<file path="src/bed_pkg.sv">
// ----------------------------------------------------------------------------
// Button event detector package
// Shared widths, register indexes, event codes, state codes and structs.
// ----------------------------------------------------------------------------
package bed_pkg;

	// Fixed field widths.
	localparam int ENTRY_IDX_W   = 2;
	localparam int CODE_W        = 3;
	localparam int CLICK_W       = 4;
	localparam int CLICK_MAX     = (1 << CLICK_W) - 1;
	localparam int REG_IDX_W     = 3;
	localparam int CFG_DATA_W    = 16;
	localparam int NUM_MASK_REGS = 4;
	localparam int MASK_CFG_BITS = 3;
	localparam int TICK_W        = 16;
	localparam int RUN_W         = 8;
	localparam int HOLD_W        = 8;
	localparam int STATE_W       = 3;

	// Per-entry click state machine codes.
	localparam logic [STATE_W-1:0] ST_IDLE    = 3'd0;
	localparam logic [STATE_W-1:0] ST_PRESS   = 3'd1;
	localparam logic [STATE_W-1:0] ST_RELEASE = 3'd2;
	localparam logic [STATE_W-1:0] ST_REPEAT  = 3'd3;
	localparam logic [STATE_W-1:0] ST_LONG    = 3'd4;

	// Event codes.
	localparam logic [CODE_W-1:0] EV_DOWN       = 3'd0;
	localparam logic [CODE_W-1:0] EV_UP         = 3'd1;
	localparam logic [CODE_W-1:0] EV_REPEAT     = 3'd2;
	localparam logic [CODE_W-1:0] EV_SINGLE     = 3'd3;
	localparam logic [CODE_W-1:0] EV_DOUBLE     = 3'd4;
	localparam logic [CODE_W-1:0] EV_LONG_PRESS = 3'd5;
	localparam logic [CODE_W-1:0] EV_LONG_HOLD  = 3'd6;

	// Configuration register indexes.
	localparam logic [REG_IDX_W-1:0] REG_ENTRY_MASK_0    = 3'd0;
	localparam logic [REG_IDX_W-1:0] REG_DEBOUNCE_COUNT  = 3'd4;
	localparam logic [REG_IDX_W-1:0] REG_LONG_PRESS      = 3'd5;
	localparam logic [REG_IDX_W-1:0] REG_CLICK_WINDOW    = 3'd6;
	localparam logic [REG_IDX_W-1:0] REG_HOLD_INTERVAL   = 3'd7;

	// Register reset values.
	localparam logic [7:0]  RST_DEBOUNCE_COUNT = 8'd3;
	localparam logic [15:0] RST_LONG_PRESS     = 16'd100;
	localparam logic [15:0] RST_CLICK_WINDOW   = 16'd30;
	localparam logic [7:0]  RST_HOLD_INTERVAL  = 8'd10;

	// Shared timing settings.
	typedef struct packed {
		logic [7:0]  debounce_count;
		logic [15:0] long_press_ticks;
		logic [15:0] click_window_ticks;
		logic [7:0]  hold_interval_ticks;
	} bed_cfg_t;

	// One word of the per-entry state table.
	typedef struct packed {
		logic [STATE_W-1:0] fsm_state;
		logic [TICK_W-1:0]  tick_count;
		logic [CLICK_W-1:0] press_count;
		logic [RUN_W-1:0]   debounce_run;
		logic [HOLD_W-1:0]  hold_countdown;
		logic               combo_suppressed;
	} bed_ent_t;

	// Events raised by one entry on one tick.
	typedef struct packed {
		logic [1:0]         num_events;
		logic [CODE_W-1:0]  code_0;
		logic [CODE_W-1:0]  code_1;
		logic [CLICK_W-1:0] click_count;
	} bed_evset_t;

endpackage

</file>
<file path="src/bed_if.sv">
// ----------------------------------------------------------------------------
// Button event detector channels
// Valid/ready channels for key samples, events and register writes.
// ----------------------------------------------------------------------------
interface bed_key_if #(parameter int NKEYS = 3) ();
	logic             valid;
	logic             ready;
	logic [NKEYS-1:0] raw_keys;

	modport source(output valid, output raw_keys, input ready);
	modport sink(input valid, input raw_keys, output ready);
endinterface

interface bed_evt_if ();
	logic                        valid;
	logic                        ready;
	logic [bed_pkg::ENTRY_IDX_W-1:0] entry_index;
	logic [bed_pkg::CODE_W-1:0]  event_code;
	logic [bed_pkg::CLICK_W-1:0] click_count;
	logic                        last_event;

	modport source(output valid, output entry_index, output event_code,
		output click_count, output last_event, input ready);
	modport sink(input valid, input entry_index, input event_code,
		input click_count, input last_event, output ready);
endinterface

interface bed_cfg_if ();
	logic                           valid;
	logic                           ready;
	logic [bed_pkg::REG_IDX_W-1:0]  index;
	logic [bed_pkg::CFG_DATA_W-1:0] data;

	modport source(output valid, output index, output data, input ready);
	modport sink(input valid, input index, input data, output ready);
endinterface

</file>
<file path="src/bed_cfg_regs.sv">
// ----------------------------------------------------------------------------
// Button event detector configuration registers
// Holds the entry key masks and the timing settings.
// ----------------------------------------------------------------------------
module bed_cfg_regs #(
	parameter int NUM_ENTRIES = 4,
	parameter int NUM_KEYS    = 3
) (
	input  logic                                  clk,
	input  logic                                  arst_n,
	bed_cfg_if.sink                               wr,
	output logic [NUM_ENTRIES-1:0][NUM_KEYS-1:0]  masks,
	output bed_pkg::bed_cfg_t                     regs
);
	import bed_pkg::*;

	logic [NUM_KEYS-1:0] mask_val;

	// Writes are always taken.
	assign wr.ready = 1'b1;

	// Only the low key bits of a mask write are kept.
	always_comb begin
		for (int k = 0; k < NUM_KEYS; k++) begin
			mask_val[k] = (k < MASK_CFG_BITS) ? wr.data[k] : 1'b0;
		end
	end

	// Register file.
	always_ff @(posedge clk or negedge arst_n) begin
		if (!arst_n) begin
			masks                    <= '0;
			regs.debounce_count      <= RST_DEBOUNCE_COUNT;
			regs.long_press_ticks    <= RST_LONG_PRESS;
			regs.click_window_ticks  <= RST_CLICK_WINDOW;
			regs.hold_interval_ticks <= RST_HOLD_INTERVAL;
		end else if (wr.valid) begin
			case (wr.index)
				REG_DEBOUNCE_COUNT: regs.debounce_count      <= wr.data[7:0];
				REG_LONG_PRESS:     regs.long_press_ticks    <= wr.data;
				REG_CLICK_WINDOW:   regs.click_window_ticks  <= wr.data;
				REG_HOLD_INTERVAL:  regs.hold_interval_ticks <= wr.data[7:0];
				default: ;
			endcase
			for (int i = 0; i < NUM_ENTRIES; i++) begin
				if (i < NUM_MASK_REGS && wr.index == REG_ENTRY_MASK_0 + REG_IDX_W'(i)) begin
					masks[i] <= mask_val;
				end
			end
		end
	end

endmodule

</file>
<file path="src/bed_entry_upd.sv">
// ----------------------------------------------------------------------------
// Button event detector entry update
// Debounce and click state machine step for one entry on one tick.
// ----------------------------------------------------------------------------
module bed_entry_upd #(
	parameter int NUM_KEYS     = 3,
	parameter int REPEAT_LIMIT = 15
) (
	input  bed_pkg::bed_ent_t    cur_ent,
	input  logic                 cur_stable,
	input  logic [NUM_KEYS-1:0]  mask,
	input  logic [NUM_KEYS-1:0]  keys,
	input  bed_pkg::bed_cfg_t    cfg,
	input  logic                 covered,
	output bed_pkg::bed_ent_t    nxt_ent,
	output logic                 nxt_stable,
	output bed_pkg::bed_evset_t  evs
);
	import bed_pkg::*;

	localparam int PRESS_CAP = (REPEAT_LIMIT < CLICK_MAX) ? REPEAT_LIMIT : CLICK_MAX;

	logic              raw;
	logic              lvl;
	logic [RUN_W-1:0]  run_inc;
	logic [TICK_W-1:0] tick_inc;
	logic [HOLD_W-1:0] hold_dec;

	// Saturating counters ahead of the state machine.
	assign raw      = (keys & mask) == mask;
	assign run_inc  = cur_ent.debounce_run + RUN_W'(cur_ent.debounce_run != '1);
	assign tick_inc = cur_ent.tick_count +
		TICK_W'(cur_ent.fsm_state != ST_IDLE && cur_ent.tick_count != '1);
	assign hold_dec = cur_ent.hold_countdown - HOLD_W'(cur_ent.hold_countdown != '0);

	// Debounce, then the click state machine.
	always_comb begin
		nxt_ent                = cur_ent;
		nxt_ent.tick_count     = tick_inc;
		nxt_ent.hold_countdown = hold_dec;
		lvl                    = cur_stable;
		evs                    = '0;

		if (raw != cur_stable) begin
			if (run_inc >= cfg.debounce_count) begin
				lvl                  = raw;
				nxt_ent.debounce_run = '0;
			end else begin
				nxt_ent.debounce_run = run_inc;
			end
		end else begin
			nxt_ent.debounce_run = '0;
		end

		case (cur_ent.fsm_state)
			ST_IDLE: begin
				if (lvl) begin
					nxt_ent.press_count      = CLICK_W'(1);
					evs.num_events           = 2'd1;
					evs.code_0               = EV_DOWN;
					nxt_ent.tick_count       = '0;
					nxt_ent.combo_suppressed = 1'b0;
					nxt_ent.fsm_state        = ST_PRESS;
				end
			end
			ST_PRESS: begin
				if (!lvl) begin
					evs.num_events     = 2'd1;
					evs.code_0         = EV_UP;
					nxt_ent.tick_count = '0;
					nxt_ent.fsm_state  = ST_RELEASE;
				end else if (tick_inc > cfg.long_press_ticks) begin
					evs.num_events         = 2'd1;
					evs.code_0             = EV_LONG_PRESS;
					nxt_ent.hold_countdown = '0;
					nxt_ent.fsm_state      = ST_LONG;
				end
			end
			ST_RELEASE: begin
				if (lvl) begin
					if (cur_ent.press_count < CLICK_W'(PRESS_CAP)) begin
						nxt_ent.press_count = cur_ent.press_count + CLICK_W'(1);
					end
					evs.num_events     = 2'd2;
					evs.code_0         = EV_DOWN;
					evs.code_1         = EV_REPEAT;
					nxt_ent.tick_count = '0;
					nxt_ent.fsm_state  = ST_REPEAT;
				end else if (tick_inc > cfg.click_window_ticks) begin
					// A combo that covered this entry swallows its click result.
					if (cur_ent.combo_suppressed) begin
						nxt_ent.combo_suppressed = 1'b0;
					end else if (cur_ent.press_count == CLICK_W'(1)) begin
						evs.num_events = 2'd1;
						evs.code_0     = EV_SINGLE;
					end else if (cur_ent.press_count == CLICK_W'(2)) begin
						evs.num_events = 2'd1;
						evs.code_0     = EV_DOUBLE;
					end
					nxt_ent.fsm_state = ST_IDLE;
				end
			end
			ST_REPEAT: begin
				if (!lvl) begin
					evs.num_events = 2'd1;
					evs.code_0     = EV_UP;
					if (tick_inc < cfg.click_window_ticks) begin
						nxt_ent.tick_count = '0;
						nxt_ent.fsm_state  = ST_RELEASE;
					end else begin
						nxt_ent.fsm_state = ST_IDLE;
					end
				end else if (tick_inc > cfg.click_window_ticks) begin
					nxt_ent.fsm_state = ST_PRESS;
				end
			end
			ST_LONG: begin
				if (lvl) begin
					if (hold_dec == '0) begin
						evs.num_events         = 2'd1;
						evs.code_0             = EV_LONG_HOLD;
						nxt_ent.hold_countdown = cfg.hold_interval_ticks;
					end
				end else begin
					evs.num_events    = 2'd1;
					evs.code_0        = EV_UP;
					nxt_ent.fsm_state = ST_IDLE;
				end
			end
			default: begin
				nxt_ent.fsm_state = ST_IDLE;
			end
		endcase

		if (lvl && covered) begin
			nxt_ent.combo_suppressed = 1'b1;
		end

		evs.click_count = nxt_ent.press_count;
		nxt_stable      = lvl;
	end

endmodule

</file>
<file path="src/bed_seq.sv">
// ----------------------------------------------------------------------------
// Button event detector sequencer
// Walks the entries of one tick through the state table and emits events.
// ----------------------------------------------------------------------------
module bed_seq #(
	parameter int NUM_ENTRIES  = 4,
	parameter int NUM_KEYS     = 3,
	parameter int REPEAT_LIMIT = 15
) (
	input  logic                                 clk,
	input  logic                                 arst_n,
	bed_key_if.sink                              keys,
	bed_evt_if.source                            events,
	input  logic [NUM_ENTRIES-1:0][NUM_KEYS-1:0] masks,
	input  bed_pkg::bed_cfg_t                    regs
);
	import bed_pkg::*;

	localparam int EW = (NUM_ENTRIES > 1) ? $clog2(NUM_ENTRIES) : 1;
	localparam logic [EW-1:0] LAST_ENTRY = EW'(NUM_ENTRIES - 1);

	// Sequencer states.
	localparam logic [2:0] S_IDLE  = 3'd0;
	localparam logic [2:0] S_READ  = 3'd1;
	localparam logic [2:0] S_EXEC  = 3'd2;
	localparam logic [2:0] S_PUSH  = 3'd3;
	localparam logic [2:0] S_FLUSH = 3'd4;

	logic [2:0]             state_q;
	logic [EW-1:0]          ent_q;
	logic [NUM_KEYS-1:0]    keys_q;
	logic [NUM_ENTRIES-1:0] vld_q;
	logic [NUM_ENTRIES-1:0] stable_q;
	bed_ent_t               mem [NUM_ENTRIES];
	bed_ent_t               rd_q;
	logic                   rd_vld_q;
	bed_evset_t             evs_q;
	logic [1:0]             ev_cnt_q;

	logic                   pend_v_q;
	logic [ENTRY_IDX_W-1:0] pend_idx_q;
	logic [CODE_W-1:0]      pend_code_q;
	logic [CLICK_W-1:0]     pend_click_q;

	logic                   out_v_q;
	logic [ENTRY_IDX_W-1:0] out_idx_q;
	logic [CODE_W-1:0]      out_code_q;
	logic [CLICK_W-1:0]     out_click_q;
	logic                   out_last_q;

	logic [NUM_KEYS-1:0]    cur_mask;
	logic [NUM_ENTRIES-1:0] hit;
	logic                   covered;
	bed_ent_t               cur_ent;
	bed_ent_t               nxt_ent;
	logic                   nxt_stable;
	bed_evset_t             evs;
	logic                   out_free;
	logic                   out_load;
	logic                   ev_done;
	logic                   ev_move;
	logic [CODE_W-1:0]      ev_code;
	logic [ENTRY_IDX_W+EW-1:0] idx_ext;
	logic [ENTRY_IDX_W-1:0] cur_idx;

	assign cur_mask = masks[ent_q];
	assign cur_ent  = rd_vld_q ? rd_q : '0;
	assign idx_ext  = {{ENTRY_IDX_W{1'b0}}, ent_q};
	assign cur_idx  = idx_ext[ENTRY_IDX_W-1:0];

	// A held multi-key entry whose mask strictly covers this one.
	always_comb begin
		for (int i = 0; i < NUM_ENTRIES; i++) begin
			hit[i] = (masks[i] != '0) && ((masks[i] & (masks[i] - NUM_KEYS'(1))) != '0) &&
				(masks[i] != cur_mask) && ((cur_mask & masks[i]) == cur_mask) && stable_q[i];
		end
	end
	assign covered = |hit;

	bed_entry_upd #(
		.NUM_KEYS     (NUM_KEYS),
		.REPEAT_LIMIT (REPEAT_LIMIT)
	) u_upd (
		.cur_ent    (cur_ent),
		.cur_stable (stable_q[ent_q]),
		.mask       (cur_mask),
		.keys       (keys_q),
		.cfg        (regs),
		.covered    (covered),
		.nxt_ent    (nxt_ent),
		.nxt_stable (nxt_stable),
		.evs        (evs)
	);

	// Event hand-off: the newest event waits in a hold slot until the next
	// one, or the end of the tick, tells whether it is the last.
	assign out_free = !out_v_q || events.ready;
	assign ev_done  = ev_cnt_q == evs_q.num_events;
	assign ev_code  = (ev_cnt_q == 2'd0) ? evs_q.code_0 : evs_q.code_1;
	assign ev_move  = (state_q == S_PUSH) && !ev_done && (!pend_v_q || out_free);
	assign out_load = (ev_move && pend_v_q) || (state_q == S_FLUSH && pend_v_q && out_free);

	assign keys.ready         = state_q == S_IDLE;
	assign events.valid       = out_v_q;
	assign events.entry_index = out_idx_q;
	assign events.event_code  = out_code_q;
	assign events.click_count = out_click_q;
	assign events.last_event  = out_last_q;

	// State table, read through a register in the state before the update.
	always_ff @(posedge clk) begin
		rd_q <= mem[ent_q];
		if (state_q == S_EXEC) begin
			mem[ent_q] <= nxt_ent;
		end
	end

	// Payload registers.
	always_ff @(posedge clk) begin
		if (state_q == S_IDLE) begin
			keys_q <= keys.raw_keys;
		end
		if (state_q == S_EXEC) begin
			evs_q <= evs;
		end
		if (ev_move) begin
			pend_idx_q   <= cur_idx;
			pend_code_q  <= ev_code;
			pend_click_q <= evs_q.click_count;
		end
		if (out_load) begin
			out_idx_q   <= pend_idx_q;
			out_code_q  <= pend_code_q;
			out_click_q <= pend_click_q;
			out_last_q  <= state_q == S_FLUSH;
		end
	end

	// Sequencer control.
	always_ff @(posedge clk or negedge arst_n) begin
		if (!arst_n) begin
			state_q  <= S_IDLE;
			ent_q    <= '0;
			vld_q    <= '0;
			stable_q <= '0;
			rd_vld_q <= 1'b0;
			ev_cnt_q <= '0;
			pend_v_q <= 1'b0;
			out_v_q  <= 1'b0;
		end else begin
			rd_vld_q <= vld_q[ent_q];
			// The output register fills when the hold slot moves on and
			// empties when its beat is taken.
			if (out_load) begin
				out_v_q <= 1'b1;
			end else if (events.ready) begin
				out_v_q <= 1'b0;
			end
			case (state_q)
				S_IDLE: begin
					if (keys.valid) begin
						ent_q   <= '0;
						state_q <= S_READ;
					end
				end
				S_READ: begin
					if (cur_mask != '0) begin
						state_q <= S_EXEC;
					end else if (ent_q == LAST_ENTRY) begin
						state_q <= S_FLUSH;
					end else begin
						ent_q <= ent_q + EW'(1);
					end
				end
				S_EXEC: begin
					vld_q[ent_q]    <= 1'b1;
					stable_q[ent_q] <= nxt_stable;
					ev_cnt_q        <= '0;
					state_q         <= S_PUSH;
				end
				S_PUSH: begin
					if (ev_done) begin
						if (ent_q == LAST_ENTRY) begin
							state_q <= S_FLUSH;
						end else begin
							ent_q   <= ent_q + EW'(1);
							state_q <= S_READ;
						end
					end else if (ev_move) begin
						ev_cnt_q <= ev_cnt_q + 2'd1;
						pend_v_q <= 1'b1;
					end
				end
				S_FLUSH: begin
					if (!pend_v_q) begin
						state_q <= S_IDLE;
					end else if (out_free) begin
						pend_v_q <= 1'b0;
						state_q  <= S_IDLE;
					end
				end
				default: begin
					state_q <= S_IDLE;
				end
			endcase
		end
	end

endmodule

</file>
<file path="src/button_event_detector_top.sv">
// ----------------------------------------------------------------------------
// Button event detector
// Debounces key combinations and reports click and long press events.
// ----------------------------------------------------------------------------
// Each accepted key sample is one scan tick. The block then visits every
// logical entry in index order: a disabled entry passes through the read
// state alone, an enabled one through state table read, update and write
// back, and event check, and each event it raises is moved out in the event
// check state, which waits while the event path is full. The tick ends with a
// flush state to release the final event and an idle state in which the next
// sample can be taken; the next sample is taken only once the tick is done.
// The per-entry state lives in one small table with a registered read; each
// entry has a valid bit cleared by reset, so no clearing pass is needed.
// Events leave through an output register, so a stalled consumer holds up
// the scan only when a new event needs the register.
module button_event_detector_top #(
	parameter int NUM_ENTRIES  = 4,
	parameter int NUM_KEYS     = 3,
	parameter int REPEAT_LIMIT = 15
) (
	input  logic      clk,
	input  logic      arst_n,
	bed_key_if.sink   keys,
	bed_evt_if.source events,
	bed_cfg_if.sink   cfg
);
	import bed_pkg::*;

	logic [NUM_ENTRIES-1:0][NUM_KEYS-1:0] masks;
	bed_cfg_t                             regs;

	// Configuration registers.
	bed_cfg_regs #(
		.NUM_ENTRIES (NUM_ENTRIES),
		.NUM_KEYS    (NUM_KEYS)
	) u_cfg (
		.clk    (clk),
		.arst_n (arst_n),
		.wr     (cfg),
		.masks  (masks),
		.regs   (regs)
	);

	// Entry scan and event output.
	bed_seq #(
		.NUM_ENTRIES  (NUM_ENTRIES),
		.NUM_KEYS     (NUM_KEYS),
		.REPEAT_LIMIT (REPEAT_LIMIT)
	) u_seq (
		.clk    (clk),
		.arst_n (arst_n),
		.keys   (keys),
		.events (events),
		.masks  (masks),
		.regs   (regs)
	);

endmodule

</file>
<file path="src/flat_wrapper.sv">
// flat-port wrapper written by rule: the top's interface ports become plain ports
module button_event_detector_top_flat import bed_pkg::*;
#(
	parameter int NUM_ENTRIES  = 4,
	parameter int NUM_KEYS     = 3,
	parameter int REPEAT_LIMIT = 15
)
  (clk, arst_n, keys_valid, keys_raw_keys, keys_ready, events_valid, events_entry_index, events_event_code, events_click_count, events_last_event, events_ready, cfg_valid, cfg_index, cfg_data, cfg_ready);
  bed_key_if #(.NKEYS(3)) keys_i ();
  bed_evt_if events_i ();
  bed_cfg_if cfg_i ();
  input  logic clk;
  input  logic arst_n;
  input wire logic [$bits(keys_i.valid)-1:0] keys_valid;
  input wire logic [$bits(keys_i.raw_keys)-1:0] keys_raw_keys;
  output wire logic [$bits(keys_i.ready)-1:0] keys_ready;
  output wire logic [$bits(events_i.valid)-1:0] events_valid;
  output wire logic [$bits(events_i.entry_index)-1:0] events_entry_index;
  output wire logic [$bits(events_i.event_code)-1:0] events_event_code;
  output wire logic [$bits(events_i.click_count)-1:0] events_click_count;
  output wire logic [$bits(events_i.last_event)-1:0] events_last_event;
  input wire logic [$bits(events_i.ready)-1:0] events_ready;
  input wire logic [$bits(cfg_i.valid)-1:0] cfg_valid;
  input wire logic [$bits(cfg_i.index)-1:0] cfg_index;
  input wire logic [$bits(cfg_i.data)-1:0] cfg_data;
  output wire logic [$bits(cfg_i.ready)-1:0] cfg_ready;
  assign keys_i.valid = keys_valid;
  assign keys_i.raw_keys = keys_raw_keys;
  assign keys_ready = keys_i.ready;
  assign events_valid = events_i.valid;
  assign events_entry_index = events_i.entry_index;
  assign events_event_code = events_i.event_code;
  assign events_click_count = events_i.click_count;
  assign events_last_event = events_i.last_event;
  assign events_i.ready = events_ready;
  assign cfg_i.valid = cfg_valid;
  assign cfg_i.index = cfg_index;
  assign cfg_i.data = cfg_data;
  assign cfg_ready = cfg_i.ready;
  button_event_detector_top #(.NUM_ENTRIES(NUM_ENTRIES), .NUM_KEYS(NUM_KEYS), .REPEAT_LIMIT(REPEAT_LIMIT)) u_core (.clk(clk), .arst_n(arst_n), .keys(keys_i), .events(events_i), .cfg(cfg_i));
endmodule
</file>
<file path="config.mk">
export PLATFORM = sky130hd
export DESIGN_NAME = button_event_detector_top_flat
export DESIGN_NICKNAME = d
export VERILOG_FILES = /design/src/bed_pkg.sv /design/src/bed_if.sv /design/src/bed_cfg_regs.sv /design/src/bed_entry_upd.sv /design/src/bed_seq.sv /design/src/button_event_detector_top.sv /design/src/flat_wrapper.sv
export SDC_FILE = /design/constraint.sdc
export NUM_CORES = 1
export LEC_CHECK = 0
export ABC_AREA = 1
export BUFFER_PORTS_ARGS = -buffer_cell sky130_fd_sc_hd__buf_2
export CAP_MARGIN = 20
export CELL_PAD_IN_SITES_DETAIL_PLACEMENT = 1
export CELL_PAD_IN_SITES_GLOBAL_PLACEMENT = 1
export CORE_ASPECT_RATIO = 0.8
export CORE_UTILIZATION = 51
export CTS_BUF_LIST = sky130_fd_sc_hd__clkbuf_2
export DETAILED_ROUTE_END_ITERATION = 6
export MAX_ROUTING_LAYER = met4
export PLACE_DENSITY_LB_ADDON = 0.1
export SYNTH_ARGS = -nofsm -noshare
export SYNTH_HDL_FRONTEND = slang
export SYNTH_SLANG_ARGS = --single-unit
</file>
<file path="constraint.sdc">
create_clock -name clk -period 4.9 [get_ports clk]
set_input_delay 0.49 -clock clk [delete_from_list [all_inputs] [get_ports clk]]
set_output_delay 0.49 -clock clk [all_outputs]
set_load 0.005 [all_outputs]
</file>
==> out/results.ini, run 1 <==
[power_and_ir_drop]
clkPwrFrac=0.175
p_leak_nw=7.11
p_comb_frac=0.434
p_per_area_nw_per_um2=684
swShare=0.433
ir_drop_uv=352
p_int_w=0.00617
power.switching_w=0.00471
seq_power_share=0.391

[finish]
final_nets=1654
seq_area_um2=8530
drive_gt1_frac=0.159
area_growth_pct=11.8
multi_input_area_um2=4760
fill_cells=3150

[worst_setup_path]
cp_num_buf_inv=4
cp_slowest_stage_delay_ps=500
required_ps=5500
endpoint_kind=flop
critical_path.max_fanout=10
worstSetupStartpointType=flop
path_delay_family=simple AND/OR/NAND/NOR gates
cp.arrival_ps=5120
slowest_stage=dfrtp_2
critPathMostFrequentCell=nand2_1
worstSetupPathType=reg -> reg

[cts]
clock_path_buffers=3
cts.clk_slew.worst_paths_ps=130
htreeDepth=3
worstSkewPairLatency_ps=920
root_buffer=clkbuf_2
post_cts_buffers=0
cts_made_buffers=79
tritoncts=built
cts_sinks=310

[logic_synthesis]
synth_edf_count=192
yosysUniqueCellTypes=45
syn_area_um2=14200
async_flop_share=0.252
syn_avg_cell_area_um2=9.90
ys_ff_latch=310
ys_seq_area_frac=0.600
syn_inst=1437
ys_warn_count=0
synth_nets=1531
synth_ff_type=edfxtp_1

[timing]
skew_ps=58.0
worst_slack_ps=381
tns_ps=0
rsz0062_at_grt=no
fin_crit_ps=4520
fin_crit_sh=0.922
hold_violations=0
max_slew_margin=0.328
maxSlewViolCount=0
setup_viol=0
tightest_slew_ps=1010
fmax_ghz=0.221

[floorplanning]
die_h_um=151
initial_core_util=0.520
dieArea_um2=28600
boundaryPins=40
num_rows=54
die_w_um=189
core_area_um2=27400

[global_route]
grt_first_pass_wirelength_um=57600
track_usage=0.272
grt-ovfl-total=0
antenna_found_initial=1
grt_max_degree=96
grt_pass1_vias=10939

[detailed_routing]
ant_nets=0
drc=0
initialDrtViolationCount=466
vias_per_cell=5.31
num_vias=10576
wl_per_cell_um=18.7
wl_um=37200
firstDrtPassIters=5

[place]
place.gp.congestion=0.868
io_buffers=38
pre_cts_slack_ps=390
hpwl_um=24100

[outcome]
outcome=completed

[worst_hold_path]
hold_class=in -> reg

[run]
max_cap_violations=0

synthesized netlist by cell type, types with 2 or more instances:
library cell	number	share of area
ha_1	67	0.059
nand3b_1	6	0.0032
or2_2	5	0.0022
xor2_1	15	0.0092
xnor2_1	3	0.0018
o22ai_1	44	0.019
buf_6	5	0.0040
nand4_1	11	0.0048
o21ai_1	3	0.0011
edfxtp_1	192	0.41
o21a_1	3	0.0016
nor3_2	2	0.0014
inv_1	180	0.048
dfxtp_1	40	0.056
buf_2	4	0.0014
a21oi_1	31	0.011
clkbuf_1	33	0.0087
and3_1	2	0.00088
nand3_1	59	0.021
dfrtp_1	67	0.12
nand3_2	5	0.0035
nand2_1	263	0.069
nor2_2	17	0.0075
a21o_1	2	0.0011
nand2_2	9	0.0040
o21ai_0	164	0.058
nor2_4	3	0.0024
nor3_1	11	0.0039
dfstp_2	11	0.020
inv_2	6	0.0016
nor2_1	160	0.042
worst min-delay path: stages:
cell	delay [ps]
buf_2	110
inv_1	50
nor2_1	70
nand2_1	160
o21ai_0	100
power groups by stage:
stage,sequential (W),clock [W],combinational (W)
floorplan,0.00419,0,0.00329
global placement,0.00428,0,0.00444
finish,0.00426,0.00190,0.00472
global route,0.00432,0.00206,0.00531
CTS,0.00425,0.00196,0.00473
detailed placement,0.00430,0,0.00468
per-stage QoR:
stage	total power [W]	util	instances	hold slack [ps]	area, um2
2_1_floorplan	0.00748	-	1437	194	14200
3_3_place_gp	0.00871	0.541	1815	401	14800
3_5_place_dp	0.00898	0.541	1815	406	14800
4_1_cts	0.0109	0.579	1989	0.299	15900
5_1_grt	0.0117	0.581	1992	89.3	15900
6_report	0.0109	0.581	1992	82.9	15900
state kept, by name, summed over array words and instances (netlist names), 3 cells and up:
signal and flops:
u_core.u_seq.vld_q 4, u_core.u_seq.mem 160, u_core.u_cfg.regs 48, u_core.u_seq.events.click_count 4, u_core.u_seq.evs_q 10, u_core.u_seq.rd_q 40
u_core.u_seq.pend_click_q 4, u_core.u_cfg.masks 12, u_core.u_seq.state_q 3, u_core.u_seq.keys_q 3, u_core.u_seq.events.event_code 3, u_core.u_seq.stable_q 4
u_core.u_seq.pend_code_q 3
cell usage in the layout, fill, tap and decap left out, types with 2 or more instances in the layout:
| cell type | instances |
|---|---|
| or2_2 | 5 |
| bufinv_16 | 3 |
| inv_1 | 176 |
| nand2_2 | 9 |
| nand4_1 | 11 |
| xor2_1 | 15 |
| clkinv_1 | 19 |
| a21o_1 | 2 |
| nor3_2 | 2 |
| nor3_1 | 11 |
| buf_4 | 22 |
| inv_2 | 12 |
| clkbuf_2 | 119 |
| o22ai_1 | 44 |
| dfstp_2 | 11 |
| o21a_1 | 3 |
| and3_1 | 2 |
| nor2_1 | 160 |
| xnor2_1 | 3 |
| edfxtp_1 | 192 |
| nand3_2 | 5 |
| nand3b_1 | 6 |
| dfxtp_1 | 40 |
| o21ai_1 | 3 |
| o21ai_0 | 164 |
| nand3_1 | 59 |
| clkinv_2 | 4 |
| a21oi_1 | 31 |
| dfrtp_1 | 65 |
| nor2_4 | 3 |
| buf_2 | 37 |
| nor2_2 | 17 |
| dfrtp_2 | 2 |
| ha_1 | 67 |
| nand2_1 | 263 |
| dlygate4sd3_1 | 27 |
worst paths after layout:
kind	start	to	slack, ps	cells past startpoint
max in group asynchronous	arst_n	u_core.u_cfg.regs[40]$_DFFE_PN1P_	3750	4
hold / removal	cfg_valid	u_core.u_cfg.masks[7]$_DFFE_PN0P_	80	5
setup / recovery	u_core.u_seq.rd_vld_q$_DFF_PN0_	u_core.u_seq.mem[0][5]$_DFFE_PP_	380	25
hold reg to reg	u_core.u_seq.pend_click_q[2]$_DFFE_PP_	u_core.u_seq.events.click_count[2]$_DFFE_PP_	410	0
setup reg to reg	u_core.u_seq.rd_vld_q$_DFF_PN0_	u_core.u_seq.mem[0][5]$_DFFE_PP_	380	25
min in group asynchronous	arst_n	u_core.u_seq.ev_cnt_q[0]$_DFFE_PN0P_	530	3
metal layers:
layer | up-vias | track usage | part of all wire
li1 | 5115 | - | -
met4 | 0 | 0.114 | 0.029
met5 | - | - | 0
met3 | 83 | 0.0456 | 0.040
met1 | 5136 | 0.328 | 0.43
met2 | 242 | 0.455 | 0.50
final cells by class:
class,instances,area share
sequential,310,0.537
multi-input combinational,896,0.300
inverter,186,0.0439
timing repair buffer,87,0.0408
clock buffer,119,0.0375
tap,364,0.0287
clock inverter,29,0.0124
antenna,1,0.000157
cells by family (layout without fill, tap and decap cells):
family                   Yosys count  count (layout)  synth area share
AND/OR/NAND/NOR                  557             557             0.169
adder cells (fa/ha/maj)           67              67            0.0589
other                              1               2          0.000264
buffers and inverters            231             421            0.0650
AO/OA/AOI/OAI                    252             252            0.0946
multiplexers                       1               1          0.000792
flip-flops                       310             310             0.600
XOR/XNOR                          18              18            0.0111
repair_timing:
item	4_1_cts	5_1_grt
setup endpoints to repair	0	29
hold buffers	26	1
resized for setup	0	1
hold endpoints to repair	126	9
(Power assumes the default switching activity.)
==> run 2, diff against run 1 <==
--- a/config.mk
+++ b/config.mk
@@ -5,13 +5,12 @@
 export SDC_FILE = /design/constraint.sdc
 export NUM_CORES = 1
 export LEC_CHECK = 0
-export ABC_AREA = 1
 export BUFFER_PORTS_ARGS = -buffer_cell sky130_fd_sc_hd__buf_2
 export CAP_MARGIN = 20
 export CELL_PAD_IN_SITES_DETAIL_PLACEMENT = 1
 export CELL_PAD_IN_SITES_GLOBAL_PLACEMENT = 1
 export CORE_ASPECT_RATIO = 0.8
-export CORE_UTILIZATION = 51
+export CORE_UTILIZATION = 54
 export CTS_BUF_LIST = sky130_fd_sc_hd__clkbuf_2
 export DETAILED_ROUTE_END_ITERATION = 6
 export MAX_ROUTING_LAYER = met4
==> run 2 against run 1 <==
Clock skew increased by 29 ps. Combinational power decreased by 16%. Maximum frequency decreased by 4.2%. Utilization increased by 4.3 points. Synthesized cell count decreased by 32%. Synthesized area decreased by 3.5%. Critical path depth decreased by 6. Clock power decreased by 8%. Via count decreased by 18%. Global-route usage increased by 0.35 points. Wire length decreased by 9.5%. Critical path type unchanged. Critical endpoint is now u_core.u_seq.mem[1][22]$_DFFE_PP_.
==> out/results.ini, run 2 <==
[detailed_routing]
drt-met1-wl_um=15200  ; was 16100 um
firstDrtPassIters=6  ; was 5
routed-wl-met2_um=15900  ; was 18400 um
initialDrtViolationCount=606  ; was 466
num_vias=8633  ; was 10576
drc=0  ; unchanged
vias_per_cell=5.83  ; was 5.31
met3_length_um=1560  ; was 1500 um
highest_layer=met4  ; unchanged
wl_per_cell_um=22.7  ; was 18.7 um
ant_nets=0  ; unchanged
wl_um=33600  ; was 37200 um

[logic_synthesis]
syn_avg_cell_area_um2=14.0  ; was 9.90 um2
synth_ff_type=edfxtp_1  ; unchanged
yosysUniqueCellTypes=69  ; was 45
yosysTopAreaCell=edfxtp_1  ; unchanged
ys_seq_area_frac=0.622  ; was 0.600
ys_top_cells_by_area=edfxtp_1 42%, dfrtp_1 12%, mux4_2 7.4%  ; was edfxtp_1 41%, dfrtp_1 12%, nand2_1 6.9%
synth_edf_count=192  ; unchanged
synth_common_cells=192 x edfxtp_1, 74 x inv_1, 67 x dfrtp_1, 67 x ha_1, 65 x nand2_1  ; was 263 x nand2_1, 192 x edfxtp_1, 180 x inv_1
ys_ff_latch=310  ; unchanged
synth_nets=1075  ; was 1531
syn_area_um2=13700  ; was 14200 um2
ys_warn_count=0  ; unchanged
syn_inst=981  ; was 1437
synth_top_area_share=0.420  ; was 0.405
async_flop_share=0.252  ; unchanged
synth_most_common_cell=edfxtp_1  ; was nand2_1

[global_route]
antenna_found_initial=4  ; was 1
grt_max_degree=79  ; was 96
grt-ovfl-total=0  ; unchanged
grt_pass1_vias=9195  ; was 10939
grt_first_pass_wirelength_um=51600  ; was 57600 um
track_usage=0.275  ; was 0.272

[worst_setup_path]
crit_chain=nand3_1 > nor3_2 > nand4_1 > nor2_1 > nor2_1 > ha_1 > ha_1 > nand4_1 > xor2_1 > nor2_1 > ha_1 > nand4_1 > nor3_1 > o21ai_0 > o211ai_1 > buf_4 > a2111oi_4 > buf_6 > nor3b_1
r2r_slack_ps=180  ; was 380 ps
cp.arrival_ps=5270  ; was 5120 ps
cp_slowest_stage_delay_ps=480  ; was 500 ps
rr_worst_depth=19  ; was 25
reg2reg_from=u_core.u_seq.rd_vld_q$_DFF_PN0_  ; unchanged
required_ps=5460  ; was 5500 ps
endpoint_kind=flop  ; unchanged
worstSetupStartpointType=flop  ; unchanged
worstSetupPathType=reg -> reg  ; unchanged
r2r_end=u_core.u_seq.mem[1][22]$_DFFE_PP_  ; was u_core.u_seq.mem[0][5]$_DFFE_PP_
critical_path.max_fanout=16  ; was 10
slowest_stage=dfrtp_2  ; unchanged

[cts]
htreeDepth=3  ; unchanged
cts_sinks=310  ; unchanged
clock_path_buffers=3  ; unchanged
worstSkewPairLatency_ps=890  ; was 920 ps
tritoncts=built  ; unchanged
cts.clk_slew.worst_paths_ps=110  ; was 130 ps
root_buffer=clkbuf_2  ; unchanged
cts_made_buffers=74  ; was 79

[timing]
fmax_ghz=0.212  ; was 0.221 GHz
fin_crit_ps=4720  ; was 4520 ps
fin_crit_sh=0.962  ; was 0.922
setup_viol=0  ; unchanged
maxSlewViolCount=0  ; unchanged
tightest_slew_ps=1140  ; was 1010 ps
worst_slack_ps=184  ; was 381 ps
skew_ps=87.2  ; was 58.0 ps
hold_violations=0  ; unchanged
max_slew_margin=0.239  ; was 0.328

[finish]
multi_input_area_um2=4830  ; was 4760 um2
reg.largest.list=u_core.u_seq.mem: 160 flops, u_core.u_cfg.regs: 48 flops, u_core.u_seq.rd_q: 40 flops  ; unchanged
fill_cells=2420  ; was 3150
area_growth_pct=12.0  ; was 11.8%
largest_register_ffs=160  ; unchanged
final_nets=1198  ; was 1654
seq_area_um2=8540  ; was 8530 um2
final_cell_mix=192 x edfxtp_1, 114 x clkbuf_2, 70 x inv_1  ; was 263 x nand2_1, 192 x edfxtp_1, 176 x inv_1
layout_commonest_cell=edfxtp_1  ; was nand2_1
drive_gt1_frac=0.267  ; was 0.159
top_register=u_core.u_seq.mem  ; unchanged

[outcome]
outcome=completed  ; unchanged

[run]
max_cap_violations=0  ; unchanged

[place]
hpwl_um=21900  ; was 24100 um
io_buffers=38  ; unchanged
place.gp.congestion=0.858  ; was 0.868
pre_cts_slack_ps=-74.5  ; was 390 ps

[floorplanning]
dieArea_um2=26100  ; was 28600 um2
core_area_um2=24600  ; was 27400 um2
die_w_um=180  ; was 189 um
die_h_um=145  ; was 151 um
num_rows=51  ; was 54
initial_core_util=0.557  ; was 0.520
boundaryPins=40  ; unchanged

[worst_hold_path]
hold_class=in -> reg  ; unchanged
min_to=u_core.u_cfg.masks[4]$_DFFE_PN0P_  ; was u_core.u_cfg.masks[7]$_DFFE_PN0P_
hp-start=cfg_index[1]  ; was cfg_valid
min_path_cells=3  ; was 5

[power_and_ir_drop]
p_leak_nw=6.04  ; was 7.11 nW
fin_total_pwr_w=0.0101  ; was 0.0109 W
ir_drop_uv=269  ; was 352 uV
p_per_area_nw_per_um2=655  ; was 684 nW/um2

run 2: cell types whose count changed after synthesis, moves of 29 or more:
cell     change
inv_1      -106
mux2_2      +45
mux4_2      +45
nand2_1    -198
nand3_1     -29
nor2_1     -121
o21ai_0    -126
o22ai_1     -43
run 2: repair_timing:
| action | in CTS | in global routing |
|---|---|---|
| resized for setup | 6 | 10 |
| hold endpoints to repair | 122 | 1 |
| endpoints found under the setup margin | 52 | 97 |
| setup buffers | 0 | 3 |
| hold buffers | 22 | 1 |
| pin swaps | 0 | 3 |
run 2: layout make-up:
type / instances / share of cell area
inverter: 76 / 0.0186
sequential: 310 / 0.555
timing repair buffer: 84 / 0.0403
multi-input combinational: 558 / 0.314
clock buffer: 114 / 0.0371
antenna: 1 / 0.000163
clock inverter: 20 / 0.00838
tap: 318 / 0.0259
run 2: how the worst max path moves through the flow:
stage                                          from                           endpoint  depth (start not counted)
finish              u_core.u_seq.rd_vld_q$_DFF_PN0_  u_core.u_seq.mem[1][22]$_DFFE_PP_                         19
global route          u_core.u_seq.rd_q[29]$_DFF_P_  u_core.u_seq.mem[1][22]$_DFFE_PP_                         21
CTS                   u_core.u_seq.rd_q[29]$_DFF_P_  u_core.u_seq.mem[1][32]$_DFFE_PP_                         20
detailed placement    u_core.u_seq.rd_q[29]$_DFF_P_  u_core.u_seq.mem[3][29]$_DFFE_PP_                         20
global placement      u_core.u_seq.rd_q[29]$_DFF_P_  u_core.u_seq.mem[2][33]$_DFFE_PP_                         20
floorplan           u_core.u_seq.rd_vld_q$_DFF_PN0_  u_core.u_seq.mem[0][35]$_DFFE_PP_                         20
run 2: layer usage:
metal,track usage,up-vias
met5,-,-
met4,0.115,0
met3,0.0519,72
met2,0.436,223
met1,0.353,4361
li1,-,3977
run 2: per-stage QoR:
step | setup TNS, ps | hold WS [ps] | std cells | util | area, um2
2_1_floorplan | 0 | 194 | 981 | - | 13700
3_3_place_gp | 0 | 403 | 1319 | 0.581 | 14300
3_5_place_dp | -447 | 406 | 1319 | 0.581 | 14300
4_1_cts | 0 | 23.7 | 1475 | 0.620 | 15300
5_1_grt | -1760 | 61.6 | 1481 | 0.624 | 15400
6_report | 0 | 116 | 1481 | 0.624 | 15400
run 2: kinds of logic (layout without fill, tap and decap cells):
kind of cell	count (synthesis)	count (layout)	share of synthesized area
DFF	310	310	0.622
other	1	2	0.000273
and+or+nand+nor	257	257	0.0986
buffers and inverters	113	294	0.0327
muxes	93	93	0.114
adders and majority gates	67	67	0.0611
xor gates and xnor gates	23	23	0.0147
AOI/OAI and AO/OA	117	117	0.0573
run 2: worst max-delay path, delay by kind of cell, from the launching register on:
family | cells | cell delay (ps)
buffers and inverters | 2 | 390
xor gates and xnor gates | 1 | 320
and+or+nand+nor | 10 | 2000
AOI/OAI and AO/OA | 3 | 330
DFF | 1 | 480
adders and majority gates | 3 | 860
run 2: where the power goes:
group	switching [W]	internal, W
registers	0.000438	0.00392
logic	0.00245	0.00152
clock network	0.00103	0.000718
==> run 3, diff against run 2 <==
--- a/config.mk
+++ b/config.mk
@@ -10,11 +10,12 @@
 export CELL_PAD_IN_SITES_DETAIL_PLACEMENT = 1
 export CELL_PAD_IN_SITES_GLOBAL_PLACEMENT = 1
 export CORE_ASPECT_RATIO = 0.8
-export CORE_UTILIZATION = 54
+export CORE_UTILIZATION = 37
 export CTS_BUF_LIST = sky130_fd_sc_hd__clkbuf_2
 export DETAILED_ROUTE_END_ITERATION = 6
 export MAX_ROUTING_LAYER = met4
 export PLACE_DENSITY_LB_ADDON = 0.1
 export SYNTH_ARGS = -nofsm -noshare
 export SYNTH_HDL_FRONTEND = slang
+export SYNTH_HIERARCHICAL = 1
 export SYNTH_SLANG_ARGS = --single-unit
==> run 3 against run 2 <==
Critical path type unchanged. Register-to-register slack improved by 30 ps. The run now ends with DRC left. Non-clock buffer count increased by 8. First-iteration DRC count shrank 29%. Clock power is 4% higher. Largest power group is now combinational cells.
==> out/results.ini, run 3 <==
[floorplanning]
core_area_um2=37400  ; was 24600 um2
boundaryPins=40  ; unchanged
dieArea_um2=39100  ; was 26100 um2
initial_core_util=0.379  ; was 0.557
die_w_um=221  ; was 180 um
die_h_um=177  ; was 145 um
num_rows=63  ; was 51

[worst_hold_path]
hp-start=keys_raw_keys[1]  ; was cfg_index[1]
min_to=u_core/u_seq/keys_q[1]$_DFFE_PN_  ; was u_core.u_cfg.masks[4]$_DFFE_PN0P_
hold_class=in -> reg  ; unchanged
min_path_cells=2  ; was 3

[worst_setup_path]
r2r_end=u_core/u_seq/evs_q[9]$_DFFE_PP_  ; was u_core.u_seq.mem[1][22]$_DFFE_PP_
required_ps=5590  ; was 5460 ps
reg2reg_from=u_core/u_seq/rd_vld_q$_DFF_PN0_  ; was u_core.u_seq.rd_vld_q$_DFF_PN0_
cp_num_buf_inv=1  ; was 2
path_delay_family=simple AND/OR/NAND/NOR gates  ; unchanged
r2r_slack_ps=210  ; was 180 ps
cp_slowest_stage_delay_ps=580  ; was 480 ps
critical_path.max_fanout=17  ; was 16
endpoint_kind=flop  ; unchanged
crit_chain=and2_1 > and3_1 > and3_1 > a31oi_1 > ha_1 > ha_1 > and2_1 > and3_1 > xor2_2 > ha_1 > nand4_2 > or4_4 > nor3_4 > a31oi_4 > and4_2 > buf_4 > a311o_1  ; was nand3_1 > nor3_2 > nand4_1 > nor2_1 > nor2_1 > ha_1 > ha_1 > nand4_1 > xor2_1 > nor2_1 > ha_1 > nand4_1 > nor3_1 > o21ai_0 > o211ai_1 > buf_4 > a2111oi_4 > buf_6 > nor3b_1
cp.arrival_ps=5370  ; was 5270 ps
path_depth=17  ; was 19
rr_worst_depth=17  ; was 19
slowest_stage=or4_4  ; was dfrtp_2
worstSetupStartpointType=flop  ; unchanged
worstSetupPathType=reg -> reg  ; unchanged

[detailed_routing]
vias_per_cell=5.00  ; was 5.83
wl_per_cell_um=20.9  ; was 22.7 um
initialDrtViolationCount=433  ; was 606
num_vias=8282  ; was 8633
ant_nets=0  ; unchanged
wl_um=34500  ; was 33600 um
firstDrtPassIters=7  ; was 6
drc=3  ; was 0

[cts]
cts_sinks=312  ; was 310
tritoncts=built  ; unchanged
clock_path_buffers=3  ; unchanged
htreeDepth=3  ; unchanged
worstSkewPairLatency_ps=960  ; was 890 ps
cts_made_buffers=83  ; was 74
root_buffer=clkbuf_2  ; unchanged
cts.clk_slew.worst_paths_ps=100  ; was 110 ps

[finish]
top_register=u_core/u_seq/mem  ; was u_core.u_seq.mem
largest_register_ffs=160  ; unchanged
area_growth_pct=13.5  ; was 12.0%
stdcell_area_um2=16100  ; was 15400 um2
fill_cells=3917  ; was 2420
seq_area_um2=8600  ; was 8540 um2
reg.largest.list=u_core/u_seq/mem: 160 flops, u_core/u_cfg/regs: 48 flops, u_core/u_seq/rd_q: 40 flops  ; was u_core.u_seq.mem: 160 flops, u_core.u_cfg.regs: 48 flops, u_core.u_seq.rd_q: 40 flops
multi_input_area_um2=5150  ; was 4830 um2
final_nets=1191  ; was 1198
drive_gt1_frac=0.323  ; was 0.267
layout_commonest_cell=edfxtp_1  ; unchanged
final_cell_mix=194 x edfxtp_1, 128 x clkbuf_2, 73 x inv_1  ; was 192 x edfxtp_1, 114 x clkbuf_2, 70 x inv_1

[timing]
whs_ps=255  ; was 116 ps
max_slew_margin=0.396  ; was 0.239
tightest_slew_ps=903  ; was 1140 ps
fmax_ghz=0.213  ; was 0.212 GHz
rsz0062_at_grt=yes
maxSlewViolCount=0  ; unchanged
fin_crit_sh=0.956  ; was 0.962
fin_crit_ps=4690  ; was 4720 ps
skew_ps=73.3  ; was 87.2 ps
setup_viol=0  ; unchanged
hold_violations=0  ; unchanged

[logic_synthesis]
synth_top_area_share=0.411  ; was 0.420
async_flop_share=0.250  ; was 0.252
yosysTopAreaCell=edfxtp_1  ; unchanged
yosysUniqueCellTypes=75  ; was 69
ys_warn_count=6  ; was 0
syn_avg_cell_area_um2=14.8  ; was 14.0 um2
ys_ff_latch=312  ; was 310
synth_edf_count=194  ; was 192
syn_inst=957  ; was 981
ys_top_cells_by_area=edfxtp_1 41%, dfrtp_1 12%, mux4_2 7.2%  ; was edfxtp_1 42%, dfrtp_1 12%, mux4_2 7.4%
synth_ff_type=edfxtp_1  ; unchanged
synth_common_cells=194 x edfxtp_1, 73 x inv_1, 67 x dfrtp_1  ; was 192 x edfxtp_1, 74 x inv_1, 67 x dfrtp_1, 67 x ha_1, 65 x nand2_1
synth_most_common_cell=edfxtp_1  ; unchanged
ys_seq_area_frac=0.607  ; was 0.622
syn_area_um2=14200  ; was 13700 um2

[place]
io_buffers=38  ; unchanged
place.gp.congestion=0.787  ; was 0.858
dpl_cell_area_um2=14900  ; was 14300 um2
hpwl_um=22700  ; was 21900 um

[global_route]
antenna_found_initial=2  ; was 4
grt_max_degree=49  ; was 79
grt_pass1_vias=8870  ; was 9195
track_usage=0.193  ; was 0.275
grt_first_pass_wirelength_um=53800  ; was 51600 um
grt-ovfl-total=0  ; unchanged

[power_and_ir_drop]
ir_drop_uv=223  ; was 269 uV
p_per_area_nw_per_um2=657  ; was 655 nW/um2
p_leak_nw=6.42  ; was 6.04 nW

[outcome]
violations=DRC
outcome=complete, but fails checks  ; was completed

[run]
max_cap_violations=0  ; unchanged

run 3: cell count changes in the layout (fill, tap and decap cells not counted), sizes merged, moves of 8 or more:
cell	delta
clkbuf	+14
and2	+37
nand4	-8
nand2	-32
o21ai	-17
nor4	-11
xnor2	+13
nand3	-10
mux2	+20
run 3: cells by family (layout without fill, tap and decap cells):
logic type      after synthesis  in the layout  share of synthesized area
flops                       312            312                      0.607
simple gates                227            228                     0.0980
mux                         115            115                      0.134
buf+inv                     112            320                     0.0376
compound gates               93             93                     0.0466
fa+ha+maj                    67             67                     0.0590
other cells                   2              5                   0.000530
xor+xnor                     29             29                     0.0179
run 3: area by class of cell:
cell class                      instances  share of cell area
Clock inverter                         26             0.00716
Tap cell                              487              0.0379
Multi-Input combinational cell        535               0.320
Antenna cell                            2            0.000311
Clock buffer                          128              0.0399
Timing Repair Buffer                   92              0.0424
Inverter                               74              0.0173
Sequential cell                       312               0.535
run 3: per-layer routing:
metal | track usage | routed length (um) | part of all wire
met4 | 0.0691 | 804 | 0.023
met5 | - | 0 | 0
met2 | 0.263 | 14600 | 0.42
met1 | 0.281 | 17900 | 0.52
met3 | 0.0375 | 1190 | 0.035
run 3: stage by stage:
step           std cells   util  TNS [ps]  worst slack [ps]  total power, W
6_report            1656  0.430         0               214          0.0106
3_5_place_dp        1469  0.399         0              1.91         0.00871
4_1_cts             1651  0.427         0              4.47          0.0106
3_3_place_gp        1469  0.399         0               105         0.00863
5_1_grt             1656  0.430     -22.1             -22.1          0.0114
2_1_floorplan        958      -         0               564         0.00727
run 3: how the worst max path moves through the flow:
stage | start | to
after detailed placement | u_core/u_seq/rd_vld_q$_DFF_PN0_ | u_core/u_seq/mem[0][36]$_DFFE_PP_
after global placement | u_core/u_seq/rd_vld_q$_DFF_PN0_ | u_core/u_seq/mem[2][36]$_DFFE_PP_
after floorplan | u_core/u_seq/rd_vld_q$_DFF_PN0_ | u_core/u_seq/evs_q[9]$_DFFE_PP_
final | u_core/u_seq/rd_vld_q$_DFF_PN0_ | u_core/u_seq/evs_q[9]$_DFFE_PP_
after CTS | u_core/u_seq/rd_vld_q$_DFF_PN0_ | u_core/u_seq/mem[2][36]$_DFFE_PP_
after global routing | u_core/u_seq/rd_vld_q$_DFF_PN0_ | u_core/u_seq/evs_q[9]$_DFFE_PP_
run 3: what timing repair did:
action,4_1_cts,5_1_grt
hold endpoints to repair,97,0
setup endpoints to repair,28,125
setup buffers,0,2
cloned,0,1
resized for setup,2,17
hold buffers,28,0
run 3: worst register-to-register path, cell delays in order, from the launching register on:
cell and delay [ps]:
dfrtp_2 520, and2_1 220, and3_1 210, and3_1 240
a31oi_1 100, ha_1 220, ha_1 230, and2_1 200
and3_1 230, xor2_2 160, ha_1 330, nand4_2 130
or4_4 580, nor3_4 230, a31oi_4 90, and4_2 310
buf_4 150, a311o_1 270
run 3: report_power, final:
| group | switching [W] | leakage [nW] | internal, W |
|---|---|---|---|
| Combinational | 0.00268 | 2.79 | 0.00176 |
| Sequential | 0.000328 | 3.03 | 0.00399 |
| Clock | 0.00110 | 0.594 | 0.000701 |
